<file path="src/rtl/core/s5cp_pkg.sv">
// Shared types, codes and constants of the SOCKS5 connect message parser.
package s5cp_pkg;

  // Protocol constants.
  localparam logic [7:0] SocksVersion  = 8'h05;
  localparam logic [7:0] ReservedValue = 8'h00;
  localparam logic [7:0] AtypIpv4      = 8'h01;
  localparam logic [7:0] AtypDomain    = 8'h03;
  localparam logic [7:0] AtypIpv6      = 8'h04;

  // Address lengths for the fixed-size address types.
  localparam logic [8:0] Ipv4Length = 9'd4;
  localparam logic [8:0] Ipv6Length = 9'd16;

  // Byte count at the first address byte.
  localparam logic [8:0] AddrStartFixed  = 9'd4;
  localparam logic [8:0] AddrStartDomain = 9'd5;

  // Values of the parse_status field.
  localparam logic [1:0] StatusMore     = 2'd0;
  localparam logic [1:0] StatusComplete = 2'd1;
  localparam logic [1:0] StatusError    = 2'd2;

  // Values of the error_kind field.
  localparam logic [1:0] ErrVersion  = 2'd0;
  localparam logic [1:0] ErrReserved = 2'd1;
  localparam logic [1:0] ErrAddrType = 2'd2;
  localparam logic [1:0] ErrEmptyDom = 2'd3;

  // Values of the address_kind field.
  localparam logic [1:0] KindIpv4   = 2'd0;
  localparam logic [1:0] KindDomain = 2'd1;
  localparam logic [1:0] KindIpv6   = 2'd2;

  // Smallest complete message: header, one-byte domain with its length, port.
  localparam logic [8:0] MinMessageLength = 9'd8;

  typedef enum logic [2:0] {
    PhHeader = 3'd0,
    PhDlen   = 3'd1,
    PhAddr   = 3'd2,
    PhPortHi = 3'd3,
    PhPortLo = 3'd4
  } phase_e;

  typedef struct packed {
    logic [1:0]  parse_status;
    logic [1:0]  error_kind;
    logic [7:0]  command_code;
    logic [1:0]  address_kind;
    logic [7:0]  host_byte;
    logic        host_byte_valid;
    logic [7:0]  host_byte_index;
    logic [15:0] dest_port;
    logic [8:0]  message_length;
  } result_t;

endpackage

</file>
<file path="src/rtl/core/s5cp_in_if.sv">
// Byte input channel of the SOCKS5 connect message parser.
interface s5cp_in_if;
  logic       valid;
  logic       ready;
  logic [7:0] data_byte;

  modport source (output valid, output data_byte, input ready);
  modport sink (input valid, input data_byte, output ready);
endinterface

</file>
<file path="src/rtl/core/s5cp_out_if.sv">
// Result channel of the SOCKS5 connect message parser.
interface s5cp_out_if;
  logic        valid;
  logic        ready;
  logic [1:0]  parse_status;
  logic [1:0]  error_kind;
  logic [7:0]  command_code;
  logic [1:0]  address_kind;
  logic [7:0]  host_byte;
  logic        host_byte_valid;
  logic [7:0]  host_byte_index;
  logic [15:0] dest_port;
  logic [8:0]  message_length;

  modport source (
    output valid, output parse_status, output error_kind, output command_code,
    output address_kind, output host_byte, output host_byte_valid,
    output host_byte_index, output dest_port, output message_length,
    input ready
  );
  modport sink (
    input valid, input parse_status, input error_kind, input command_code,
    input address_kind, input host_byte, input host_byte_valid,
    input host_byte_index, input dest_port, input message_length,
    output ready
  );
endinterface

</file>
<file path="src/rtl/core/s5cp_in_stage.sv">
// Input register of the parser: holds one accepted byte until it is processed.
module s5cp_in_stage (
  input  logic       clk_i,
  input  logic       rst_ni,
  s5cp_in_if.sink    in_i,
  input  logic       advance_i,
  output logic       valid_o,
  output logic [7:0] data_byte_o
);

  logic       valid_q, valid_d;
  logic [7:0] data_q, data_d;
  logic       take;

  // The register frees up in the same cycle that its byte moves on.
  assign in_i.ready = !valid_q || advance_i;
  assign take       = in_i.valid && in_i.ready;

  always_comb begin
    valid_d = valid_q;
    data_d  = data_q;
    if (take) begin
      valid_d = 1'b1;
      data_d  = in_i.data_byte;
    end else if (advance_i) begin
      valid_d = 1'b0;
    end
  end

  always_ff @(posedge clk_i or negedge rst_ni) begin
    if (!rst_ni) begin
      valid_q <= 1'b0;
    end else begin
      valid_q <= valid_d;
    end
  end

  always_ff @(posedge clk_i) begin
    data_q <= data_d;
  end

  assign valid_o     = valid_q;
  assign data_byte_o = data_q;

endmodule

</file>
<file path="src/rtl/core/s5cp_step.sv">
// Parser state and the per-byte update that produces one result.
module s5cp_step (
  input  logic                 clk_i,
  input  logic                 rst_ni,
  input  logic                 fire_i,
  input  logic [7:0]           data_byte_i,
  output s5cp_pkg::result_t    result_o
);

  s5cp_pkg::phase_e phase_q, phase_d;
  logic [8:0] count_q, count_d;
  logic [7:0] version_q, version_d;
  logic [7:0] command_q, command_d;
  logic [7:0] reserved_q, reserved_d;
  logic [1:0] kind_q, kind_d;
  logic [7:0] dom_len_q, dom_len_d;
  logic [7:0] port_hi_q, port_hi_d;

  logic [1:0] hdr_idx;
  logic [8:0] addr_start;
  logic [8:0] addr_offset;
  logic [8:0] addr_len;
  logic [8:0] count_inc;
  s5cp_pkg::result_t res;

  // A header count beyond the fourth byte starts the header afresh.
  assign hdr_idx     = (count_q > 9'd3) ? 2'd0 : count_q[1:0];
  assign addr_start  = (kind_q == s5cp_pkg::KindDomain) ? s5cp_pkg::AddrStartDomain
                                                        : s5cp_pkg::AddrStartFixed;
  assign addr_offset = count_q - addr_start;
  assign count_inc   = count_q + 9'd1;

  always_comb begin
    case (kind_q)
      s5cp_pkg::KindIpv4: addr_len = s5cp_pkg::Ipv4Length;
      s5cp_pkg::KindIpv6: addr_len = s5cp_pkg::Ipv6Length;
      default:            addr_len = {1'b0, dom_len_q};
    endcase
  end

  always_comb begin
    phase_d    = phase_q;
    count_d    = count_q;
    version_d  = version_q;
    command_d  = command_q;
    reserved_d = reserved_q;
    kind_d     = kind_q;
    dom_len_d  = dom_len_q;
    port_hi_d  = port_hi_q;
    res        = '0;
    res.parse_status = s5cp_pkg::StatusMore;

    unique case (phase_q)
      s5cp_pkg::PhHeader: begin
        case (hdr_idx)
          2'd0: begin
            version_d = data_byte_i;
            count_d   = 9'd1;
          end
          2'd1: begin
            command_d = data_byte_i;
            count_d   = 9'd2;
          end
          2'd2: begin
            reserved_d = data_byte_i;
            count_d    = 9'd3;
          end
          default: begin
            count_d = 9'd0;
            if (version_q != s5cp_pkg::SocksVersion) begin
              res.parse_status = s5cp_pkg::StatusError;
              res.error_kind   = s5cp_pkg::ErrVersion;
            end else if (reserved_q != s5cp_pkg::ReservedValue) begin
              res.parse_status = s5cp_pkg::StatusError;
              res.error_kind   = s5cp_pkg::ErrReserved;
            end else if (data_byte_i == s5cp_pkg::AtypIpv4) begin
              kind_d  = s5cp_pkg::KindIpv4;
              phase_d = s5cp_pkg::PhAddr;
              count_d = 9'd4;
            end else if (data_byte_i == s5cp_pkg::AtypDomain) begin
              kind_d  = s5cp_pkg::KindDomain;
              phase_d = s5cp_pkg::PhDlen;
              count_d = 9'd4;
            end else if (data_byte_i == s5cp_pkg::AtypIpv6) begin
              kind_d  = s5cp_pkg::KindIpv6;
              phase_d = s5cp_pkg::PhAddr;
              count_d = 9'd4;
            end else begin
              res.parse_status = s5cp_pkg::StatusError;
              res.error_kind   = s5cp_pkg::ErrAddrType;
            end
          end
        endcase
      end
      s5cp_pkg::PhDlen: begin
        if (data_byte_i == 8'd0) begin
          res.parse_status = s5cp_pkg::StatusError;
          res.error_kind   = s5cp_pkg::ErrEmptyDom;
          phase_d          = s5cp_pkg::PhHeader;
          count_d          = 9'd0;
        end else begin
          dom_len_d = data_byte_i;
          phase_d   = s5cp_pkg::PhAddr;
          count_d   = 9'd5;
        end
      end
      s5cp_pkg::PhAddr: begin
        res.host_byte       = data_byte_i;
        res.host_byte_valid = 1'b1;
        res.host_byte_index = addr_offset[7:0];
        count_d             = count_inc;
        if ({1'b0, addr_offset[7:0]} + 9'd1 >= addr_len) begin
          phase_d = s5cp_pkg::PhPortHi;
        end
      end
      s5cp_pkg::PhPortHi: begin
        port_hi_d = data_byte_i;
        count_d   = count_inc;
        phase_d   = s5cp_pkg::PhPortLo;
      end
      s5cp_pkg::PhPortLo: begin
        res.parse_status   = s5cp_pkg::StatusComplete;
        res.command_code   = command_q;
        res.address_kind   = kind_q;
        res.dest_port      = {port_hi_q, data_byte_i};
        res.message_length = count_inc;
        phase_d            = s5cp_pkg::PhHeader;
        count_d            = 9'd0;
      end
      default: begin
        // Unused phase code: behave as a fresh header byte.
        version_d = data_byte_i;
        phase_d   = s5cp_pkg::PhHeader;
        count_d   = 9'd1;
      end
    endcase
  end

  always_ff @(posedge clk_i or negedge rst_ni) begin
    if (!rst_ni) begin
      phase_q    <= s5cp_pkg::PhHeader;
      count_q    <= '0;
      version_q  <= '0;
      command_q  <= '0;
      reserved_q <= '0;
      kind_q     <= '0;
      dom_len_q  <= '0;
      port_hi_q  <= '0;
    end else if (fire_i) begin
      phase_q    <= phase_d;
      count_q    <= count_d;
      version_q  <= version_d;
      command_q  <= command_d;
      reserved_q <= reserved_d;
      kind_q     <= kind_d;
      dom_len_q  <= dom_len_d;
      port_hi_q  <= port_hi_d;
    end
  end

  assign result_o = res;

endmodule

</file>
<file path="src/rtl/core/s5cp_out_stage.sv">
// Result register of the parser, driving the result channel.
module s5cp_out_stage (
  input  logic               clk_i,
  input  logic               rst_ni,
  input  logic               load_valid_i,
  input  s5cp_pkg::result_t  result_i,
  output logic               space_o,
  s5cp_out_if.source         out_o
);

  logic              valid_q, valid_d;
  s5cp_pkg::result_t res_q, res_d;
  logic              load;

  // A waiting result that is taken this cycle makes room for the next one.
  assign space_o = !valid_q || out_o.ready;
  assign load    = load_valid_i && space_o;

  always_comb begin
    valid_d = valid_q;
    res_d   = res_q;
    if (load) begin
      valid_d = 1'b1;
      res_d   = result_i;
    end else if (out_o.ready) begin
      valid_d = 1'b0;
    end
  end

  always_ff @(posedge clk_i or negedge rst_ni) begin
    if (!rst_ni) begin
      valid_q <= 1'b0;
    end else begin
      valid_q <= valid_d;
    end
  end

  always_ff @(posedge clk_i) begin
    res_q <= res_d;
  end

  assign out_o.valid           = valid_q;
  assign out_o.parse_status    = res_q.parse_status;
  assign out_o.error_kind      = res_q.error_kind;
  assign out_o.command_code    = res_q.command_code;
  assign out_o.address_kind    = res_q.address_kind;
  assign out_o.host_byte       = res_q.host_byte;
  assign out_o.host_byte_valid = res_q.host_byte_valid;
  assign out_o.host_byte_index = res_q.host_byte_index;
  assign out_o.dest_port       = res_q.dest_port;
  assign out_o.message_length  = res_q.message_length;

endmodule

</file>
<file path="src/rtl/core/socks5_connect_message_parser.sv">
// Top level of the SOCKS5 connect message parser.
//
//   Channel  Direction  Beat carries
//   in_i     input      one byte of the request or reply stream (data_byte)
//   out_o    output     one result per byte: status, error, command, address
//                       kind, host byte with its index, port and length
//
// Every accepted input beat yields exactly one result beat, one byte per cycle
// sustained while out_o is ready. A byte waits in the input register until the
// result register has room; then the parser state and the result register
// update together to offer its result. Reset is asynchronous and active low and
// restarts the parser at the first header byte, with no clearing pass after it.
// A result that is not taken holds the input byte; input ready falls once both are full.
module socks5_connect_message_parser (
  input  logic        clk_i,
  input  logic        rst_ni,
  s5cp_in_if.sink     in_i,
  s5cp_out_if.source  out_o
);

  logic              in_valid;
  logic [7:0]        in_byte;
  logic              out_space;
  logic              advance;
  s5cp_pkg::result_t step_result;

  // The held byte is processed in the cycle that the result register can take
  // its result; the parser state moves on only then.
  assign advance = in_valid && out_space;

  s5cp_in_stage u_in_stage (
    .clk_i       (clk_i),
    .rst_ni      (rst_ni),
    .in_i        (in_i),
    .advance_i   (advance),
    .valid_o     (in_valid),
    .data_byte_o (in_byte)
  );

  s5cp_step u_step (
    .clk_i       (clk_i),
    .rst_ni      (rst_ni),
    .fire_i      (advance),
    .data_byte_i (in_byte),
    .result_o    (step_result)
  );

  s5cp_out_stage u_out_stage (
    .clk_i        (clk_i),
    .rst_ni       (rst_ni),
    .load_valid_i (in_valid),
    .result_i     (step_result),
    .space_o      (out_space),
    .out_o        (out_o)
  );

`ifndef NO_ASSERTIONS
  // An address byte is only ever passed out while the message is still open.
  assert property (@(posedge clk_i) disable iff (!rst_ni)
    out_o.valid && out_o.host_byte_valid |-> out_o.parse_status == s5cp_pkg::StatusMore)
    else $error("host byte reported together with a final status");

  // A complete message is never shorter than the smallest legal one.
  assert property (@(posedge clk_i) disable iff (!rst_ni)
    out_o.valid && out_o.parse_status == s5cp_pkg::StatusComplete
      |-> out_o.message_length >= s5cp_pkg::MinMessageLength)
    else $error("complete message with impossible length");

  // A new result is only loaded when a byte was waiting in the input register.
  assert property (@(posedge clk_i) disable iff (!rst_ni)
    !in_valid && !out_o.ready |=> $stable(out_o.valid))
    else $error("result register changed without a byte to process");
`endif

endmodule
</file>
<file path="src/flat_wrapper.sv">
// flat-port wrapper written by rule: the top's interface ports become plain ports
module socks5_connect_message_parser_flat 
  (clk_i, rst_ni, in_i_valid, in_i_data_byte, in_i_ready, out_o_valid, out_o_parse_status, out_o_error_kind, out_o_command_code, out_o_address_kind, out_o_host_byte, out_o_host_byte_valid, out_o_host_byte_index, out_o_dest_port, out_o_message_length, out_o_ready);
  s5cp_in_if in_i_i ();
  s5cp_out_if out_o_i ();
  input  logic clk_i;
  input  logic rst_ni;
  input wire logic [$bits(in_i_i.valid)-1:0] in_i_valid;
  input wire logic [$bits(in_i_i.data_byte)-1:0] in_i_data_byte;
  output wire logic [$bits(in_i_i.ready)-1:0] in_i_ready;
  output wire logic [$bits(out_o_i.valid)-1:0] out_o_valid;
  output wire logic [$bits(out_o_i.parse_status)-1:0] out_o_parse_status;
  output wire logic [$bits(out_o_i.error_kind)-1:0] out_o_error_kind;
  output wire logic [$bits(out_o_i.command_code)-1:0] out_o_command_code;
  output wire logic [$bits(out_o_i.address_kind)-1:0] out_o_address_kind;
  output wire logic [$bits(out_o_i.host_byte)-1:0] out_o_host_byte;
  output wire logic [$bits(out_o_i.host_byte_valid)-1:0] out_o_host_byte_valid;
  output wire logic [$bits(out_o_i.host_byte_index)-1:0] out_o_host_byte_index;
  output wire logic [$bits(out_o_i.dest_port)-1:0] out_o_dest_port;
  output wire logic [$bits(out_o_i.message_length)-1:0] out_o_message_length;
  input wire logic [$bits(out_o_i.ready)-1:0] out_o_ready;
  assign in_i_i.valid = in_i_valid;
  assign in_i_i.data_byte = in_i_data_byte;
  assign in_i_ready = in_i_i.ready;
  assign out_o_valid = out_o_i.valid;
  assign out_o_parse_status = out_o_i.parse_status;
  assign out_o_error_kind = out_o_i.error_kind;
  assign out_o_command_code = out_o_i.command_code;
  assign out_o_address_kind = out_o_i.address_kind;
  assign out_o_host_byte = out_o_i.host_byte;
  assign out_o_host_byte_valid = out_o_i.host_byte_valid;
  assign out_o_host_byte_index = out_o_i.host_byte_index;
  assign out_o_dest_port = out_o_i.dest_port;
  assign out_o_message_length = out_o_i.message_length;
  assign out_o_i.ready = out_o_ready;
  socks5_connect_message_parser u_core (.clk_i(clk_i), .rst_ni(rst_ni), .in_i(in_i_i), .out_o(out_o_i));
endmodule
</file>
<file path="config.mk">
export PLATFORM = sky130hd
export DESIGN_NAME = socks5_connect_message_parser_flat
export DESIGN_NICKNAME = d
export VERILOG_FILES = /design/src/rtl/core/s5cp_pkg.sv /design/src/rtl/core/s5cp_in_if.sv /design/src/rtl/core/s5cp_out_if.sv /design/src/rtl/core/s5cp_in_stage.sv /design/src/rtl/core/s5cp_step.sv /design/src/rtl/core/s5cp_out_stage.sv /design/src/rtl/core/socks5_connect_message_parser.sv /design/src/flat_wrapper.sv
export SDC_FILE = /design/constraint.sdc
export NUM_CORES = 1
export LEC_CHECK = 0
export ABC_CLOCK_PERIOD_IN_PS = 3900
export BUFFER_PORTS_ARGS = -buffer_cell sky130_fd_sc_hd__buf_2
export CORE_ASPECT_RATIO = 0.8
export CORE_MARGIN = 2
export CORE_UTILIZATION = 52
export CTS_CLUSTER_DIAMETER = 120
export DETAILED_ROUTE_END_ITERATION = 8
export GPL_TIMING_DRIVEN = 0
export PLACE_DENSITY = 0.72
export SLEW_MARGIN = 0
export SYNTH_ARGS = -nofsm -noshare
export SYNTH_HDL_FRONTEND = slang
export SYNTH_SLANG_ARGS = --single-unit
</file>
<file path="constraint.sdc">
create_clock -name clk_i -period 3.9 [get_ports clk_i]
set_clock_uncertainty 0.1 [all_clocks]
set_input_delay 0.78 -clock clk_i [delete_from_list [all_inputs] [get_ports clk_i]]
set_output_delay 0.78 -clock clk_i [all_outputs]
set_load 0.05 [all_outputs]
</file>
Yosys cells after proc, flatten, opt, wreduce, memory -nomap -nowiden
Index checks and enable logic that the tools add are counted.
{ "totals": {"in_bits": 12, "regBits": 120, "word_cells": 111, "output_inout_bits": 58} }
{ "classes": {"bitwise_logic": 5, "n_mux": 39, "n_reduce_logical": 24, "addsub": 3, "eq_ne": 18, "order_cmp": 2} }
{ "ops": {"columns": ["operator", "n"], "rows": [
  ["$mux W3", 13],
  ["$pmux W9 S4", 1],
  ["$pmux W8 S2", 2],
  ["$mux W4", 7],
  ["$pmux W3 S4", 1],
  ["$reduce_and A3 Y1", 4],
  ["$reduce_and A6 Y1", 2],
  ["$mux W2", 5],
  ["$add A8 B1 Y9 const B", 1],
  ["$add A9 B1 Y9 const B", 1],
  ["$ge A9 B9 Y1", 1],
  ["$gt A9 B2 Y1 const B", 1],
  ["$mux W9", 1],
  ["$pmux W3 S3", 1],
  ["$eq A8 B1 Y1 const B", 1],
  ["$eq A8 B2 Y1 const B", 1],
  ["$eq A8 B3 Y1 const B", 1],
  ["$logic_not A8 Y1", 1],
  ["$mux W8", 1],
  ["$ne A2 B2 Y1 const B", 4],
  ["$ne A8 B3 Y1 const B", 1],
  ["$reduce_bool A8 Y1", 1],
  ["$sub A8 B3 Y8", 1],
  ["$eq A3 B2 Y1 const B", 2],
  ["other kinds (21)", 36]
]} }

Longest topological paths before layout
{ "depth": {"word_depth": 8, "ltp_mapped": 16, "ltp_nobuf": 15} }

Modules after synthesis
From an unflattened synthesis, not the netlist that was laid out.
{ "unflattened": {"cells_unflattened": 426, "area_unflattened_um2": 5494.0} }
{ "modules_own_cells": {"columns": ["module", "area_per_inst_um2", "n_inst", "cells_per_inst"], "rows": [
  ["s5cp_step", 3458.3, 1, 353],
  ["s5cp_out_stage", 1735.4, 1, 60],
  ["s5cp_in_stage", 294.0, 1, 12],
  ["socks5_connect_message_parser", 6.3, 1, 1]
]} }

Worst setup path after synthesis
OpenSTA, ideal clock, no wires.
{ "synth_path": {"path_type": "reg-to-reg", "startpoint": "register u_core.u_step.kind_q[0]", "endpoint": "register u_core.u_step.phase_q[2]", "path_slack_ns": 0.277, "required_ns": 3.720, "path_buffers": 1, "stages_incl_launch_ff": 17, "arrival_time_ns": 3.444, "cell_sequence": "dfrtp_1 clkbuf_1 nor2b_1 ha_1 ha_1 inv_1 ha_1 nor4b_1 a41oi_1 nor3_1 xnor2_1 ha_1 a21oi_1 o21ai_0 o21a_1 a2111oi_2 a2bb2oi_1"} }
{ "synth_via": {"elab_chain_len": 7, "word_cells_on_any_way": 10, "classes_between": "add/sub (2); order compare (1); eq/ne (3); mux (2); reduce/logical (2)"} }
{ "synth_rtl": {"columns": ["item", "line", "text"], "rows": [
  ["from (decl)", "s5cp_step.sv:15", "logic [1:0] kind_q, kind_d;"],
  ["from (signal assigned)", "s5cp_step.sv:155", "kind_q <= kind_d;"],
  ["$eq A2 B1 Y1", "s5cp_step.sv:28", "assign addr_start = (kind_q == s5cp_pkg::KindDomain) ? s5cp_pkg::AddrStartDomain"],
  ["$mux W1", "s5cp_step.sv:28", null],
  ["$sub A8 B3 Y8", "s5cp_step.sv:30", "assign addr_offset = count_q - addr_start;"],
  ["net u_core.u_step.addr_offset[1]", "s5cp_step.sv:21", "logic [8:0] addr_offset;"],
  ["$add A8 B1 Y9", "s5cp_step.sv:112", "if ({1'b0, addr_offset[7:0]} + 9'd1 >= addr_len) begin"],
  ["$ge A9 B9 Y1", "s5cp_step.sv:112", null],
  ["$ne A2 B2 Y1 (no line)", null, null],
  ["$reduce_and A6 Y1 (no line)", null, null],
  ["to (signal assigned)", "s5cp_step.sv:141", "phase_q <= s5cp_pkg::PhHeader;"],
  ["to (signal assigned)", "s5cp_step.sv:150", "phase_q <= phase_d;"],
  ["to (decl)", "s5cp_step.sv:10", "s5cp_pkg::phase_e phase_q, phase_d;"]
]} }
The timed path passes the listed nets, and every way through them passes these cells.
A chain may end at the register's enable or synchronous reset.

Worst setup path in the final report
Same ends and word-level chain as after synthesis.

==> out/results.ini <==
[outcome]
status = complete, no violations

[worst_setup_path]
cp_max_fo = 4
cpPeakStageDelay_ns = 0.43
crit_slowest_cell = dfrtp_2
arrival_ns = 3.95
path_common_cell = ha_1
end_kind = register
r2r_cells = 16
r2r_slack_ns = 0.18
worstSetupPathType = register to register
reg2reg_from = u_core.u_step.kind_q[0]$_DFFE_PN0P_
path_cells = nor2b_1 > ha_1 > ha_1 > inv_1 > ha_2 > nor4b_2 > a41oi_2 > nor3_2 > xnor2_1 > ha_1 > a21oi_1 > o21ai_0 > o21a_1 > a2111oi_4 > buf_4 > a2bb2oi_1
worstReg2RegEnd = u_core.u_step.phase_q[2]$_DFFE_PN0P_
required_ns = 4.13
worstSetupStartpointType = register

[pwr]
pwr_density_cell_nw_per_um2 = 767
peakVddDrop_v = 0.000423
power_mw = 5.07
leakagePower_nw = 2.91

[timing]
fin_hold_ws_ns = 0.339
tightestPinTransition_ns = 0.835
hold_viol = 0
finalCritPeriodShare = 0.954
fmax_mhz = 269
setup_tns_ns = 0
maxSlewViolCount = 0
relSlewSlack = 0.443
final-setup-viol-count = 0
min_period_ns = 3.72
worst_slack_ns = 0.179

[clock_network]
numCtsBuffers = 17
htree_levels = 4
cts_sinks = 120
cts_tree = yes
root_buffer = clkbuf_16
cts_max_path_buffers = 2
clk_pin_slew_worst_paths_ns = 0.05
clk_latency_ns = 0.41
postCtsHoldBufs = 0

[finish]
drive_gt1_frac = 0.328
syn_to_final_growth_pct = 22.0
antenna_cells = 0
regArea_um2 = 3330
finalNonFillerCells = 673
fillCellCount = 826
utilization = 0.648
multi_input_area_um2 = 1950
nNetsFinal = 548
finish.instance_area_um2 = 6610

[grt]
grt_most_used_layer = met2
met3_usage = 0.0490
grt_use_met1 = 0.286
grt_pass1_vias = 3524
grt_max_degree = 66
antenna_found_initial = 0
overflow = 0
grtUsageMet2 = 0.339
grt_first_pass_wirelength_mm = 18.3
grt_usage = 0.213

[place]
placed_cell_area_um2 = 5940
place_inst = 635
dpl.hpwl_mm = 7.37
place_ws_ns = -0.420
port_buffers = 69
place_congestion = 0.899

[yosys]
synth-main-ff-cell = edfxtp_1
synth_edf_count = 64
ys_warn_count = 0
avgSynthCellArea_um2 = 12.7
synth_seq_cells = 120
seq_area_frac_synth = 0.614
synthCells = 426
synth.distinct_cells = 52
syn_area_um2 = 5420
async_reset_ff_frac = 0.467
synth_nets = 454

[detailed_routing]
vias = 3621
drc = 0
drt_iter0_markers = 208
post_drt_wl_per_cell_um = 16.6
routed_wl_mm = 11.1
dr.pass1.iters = 4
viasPerCell = 5.38
ant_nets = 0

[run]
maxCapViolations = 0

[floorplanning]
coreArea_um2 = 10200
initial_core_util = 0.531
die-area_um2 = 11300
row_count = 33
io-pin-count = 70
die_y_um = 95.3
die_x_um = 118

[min_path]
min_path_type = primary input to async pin

-- area by class of cell --
class / instances / area share
sequential: 120 / 0.504
multi-input combinational: 273 / 0.296
clock buffer: 18 / 0.0649
timing repair buffer: 76 / 0.0606
tap: 140 / 0.0265
clock inverter: 14 / 0.0227
buffer: 19 / 0.0186
inverter: 13 / 0.00738
-- sequential cells by signal, indices dropped and copies added, names as in the netlist, 3 cells and up --
signal / cells
u_core.u_step.version_q: 8
u_core.u_in_stage.data_byte_o: 8
u_core.u_out_stage.out_o.command_code: 8
u_core.u_step.dom_len_q: 8
u_core.u_out_stage.out_o.host_byte: 8
u_core.u_step.count_q: 9
u_core.u_step.reserved_q: 8
u_core.u_out_stage.out_o.dest_port: 16
u_core.u_out_stage.out_o.host_byte_index: 8
u_core.u_step.command_q: 8
u_core.u_out_stage.out_o.message_length: 9
u_core.u_step.port_hi_q: 8
u_core.u_step.phase_q: 3
-- cells in the mapped netlist (all sizes together), types with 7 or more instances --
library cell	number	area [um^2]
a21oi	11	58.8
and3	42	265
clkbuf	14	62.6
dfrtp	56	1400
edfxtp	64	1920
ha	16	200
inv	12	45.0
mux2	41	462
nand2	39	151
nor2	30	115
nor3	7	35.0
o21ai	19	95.1
xnor2	15	131
-- cell usage in the layout, fill, tap and decap left out, types with 2 or more instances in the layout --
cell type | Yosys | final
a21oi_1 | 10 | 10
nor3_1 | 7 | 6
buf_2 | 0 | 68
edfxtp_1 | 64 | 64
buf_6 | 2 | 2
inv_1 | 12 | 12
clkinv_4 | 0 | 3
clkinvlp_4 | 0 | 3
mux2_2 | 41 | 41
nor4_1 | 6 | 6
nand2_1 | 37 | 37
and2_2 | 2 | 2
clkbuf_16 | 0 | 17
xnor2_1 | 15 | 15
nand2_2 | 2 | 2
and2_1 | 2 | 2
mux2i_1 | 2 | 2
inv_6 | 0 | 3
buf_4 | 3 | 11
dfrtp_2 | 0 | 3
nor2_1 | 29 | 29
nand2b_1 | 5 | 5
o21ai_0 | 19 | 19
and3_1 | 40 | 40
and3_2 | 2 | 2
nand4_1 | 2 | 2
nand3_1 | 6 | 6
nor2b_1 | 2 | 2
bufinv_16 | 0 | 2
xor2_1 | 5 | 5
dfrtp_1 | 56 | 53
ha_1 | 16 | 15
clkinv_2 | 0 | 3
clkbuf_1 | 13 | 12
-- report_power, final --
group	total [mW]	switching (mW)	internal, mW
Sequential	1.87	0.161	1.71
Combinational	1.69	1.05	0.640
Clock	1.51	0.569	0.943
Total	5.07	1.78	3.29
-- per-layer routing --
layer	routed length, um	up-vias
li1	-	1725
met1	5180	1780
met2	5310	107
met3	591	9
met4	73	0
met5	0	-
-- worst max-delay path, delay by kind of cell, from the launching register on --
kind                     cells  cell delay (ns)
AND/OR/NAND/NOR              3             0.62
AO/OA/AOI/OAI                6             0.97
flip-flops                   1             0.43
buffers and inverters        2             0.28
adder cells (fa/ha/maj)      4             1.15
XOR/XNOR                     1             0.11
-- what timing repair did --
| item | 4_1_cts | 5_1_grt |
|---|---|---|
| resized for setup | 3 | 5 |
| buffers inserted | 0 | 7 |
| setup endpoints to repair | 3 | 3 |
| pin swaps | 1 | 2 |
-- how the worst max path moves through the flow --
stage                                              from  cells after the start                                    to
finish              u_core.u_step.kind_q[0]$_DFFE_PN0P_                     16  u_core.u_step.phase_q[2]$_DFFE_PN0P_
global route        u_core.u_step.kind_q[1]$_DFFE_PN0P_                     16  u_core.u_step.phase_q[2]$_DFFE_PN0P_
CTS                 u_core.u_step.kind_q[0]$_DFFE_PN0P_                     15  u_core.u_step.phase_q[2]$_DFFE_PN0P_
detailed placement  u_core.u_step.kind_q[0]$_DFFE_PN0P_                     16  u_core.u_step.phase_q[2]$_DFFE_PN0P_
global placement                            out_o_ready                      7  u_core.u_step.phase_q[1]$_DFFE_PN0P_
floorplan           u_core.u_step.kind_q[0]$_DFFE_PN0P_                     16  u_core.u_step.phase_q[2]$_DFFE_PN0P_
-- cell families after synthesis --
| group | after synthesis | synth area share |
|---|---|---|
| buf+inv | 33 | 0.0317 |
| mux | 43 | 0.0890 |
| compound gates | 44 | 0.0518 |
| simple gates | 150 | 0.145 |
| flops | 120 | 0.614 |
| fa+ha+maj | 16 | 0.0370 |
| xor+xnor | 20 | 0.0323 |
(Power assumes the default switching activity.)
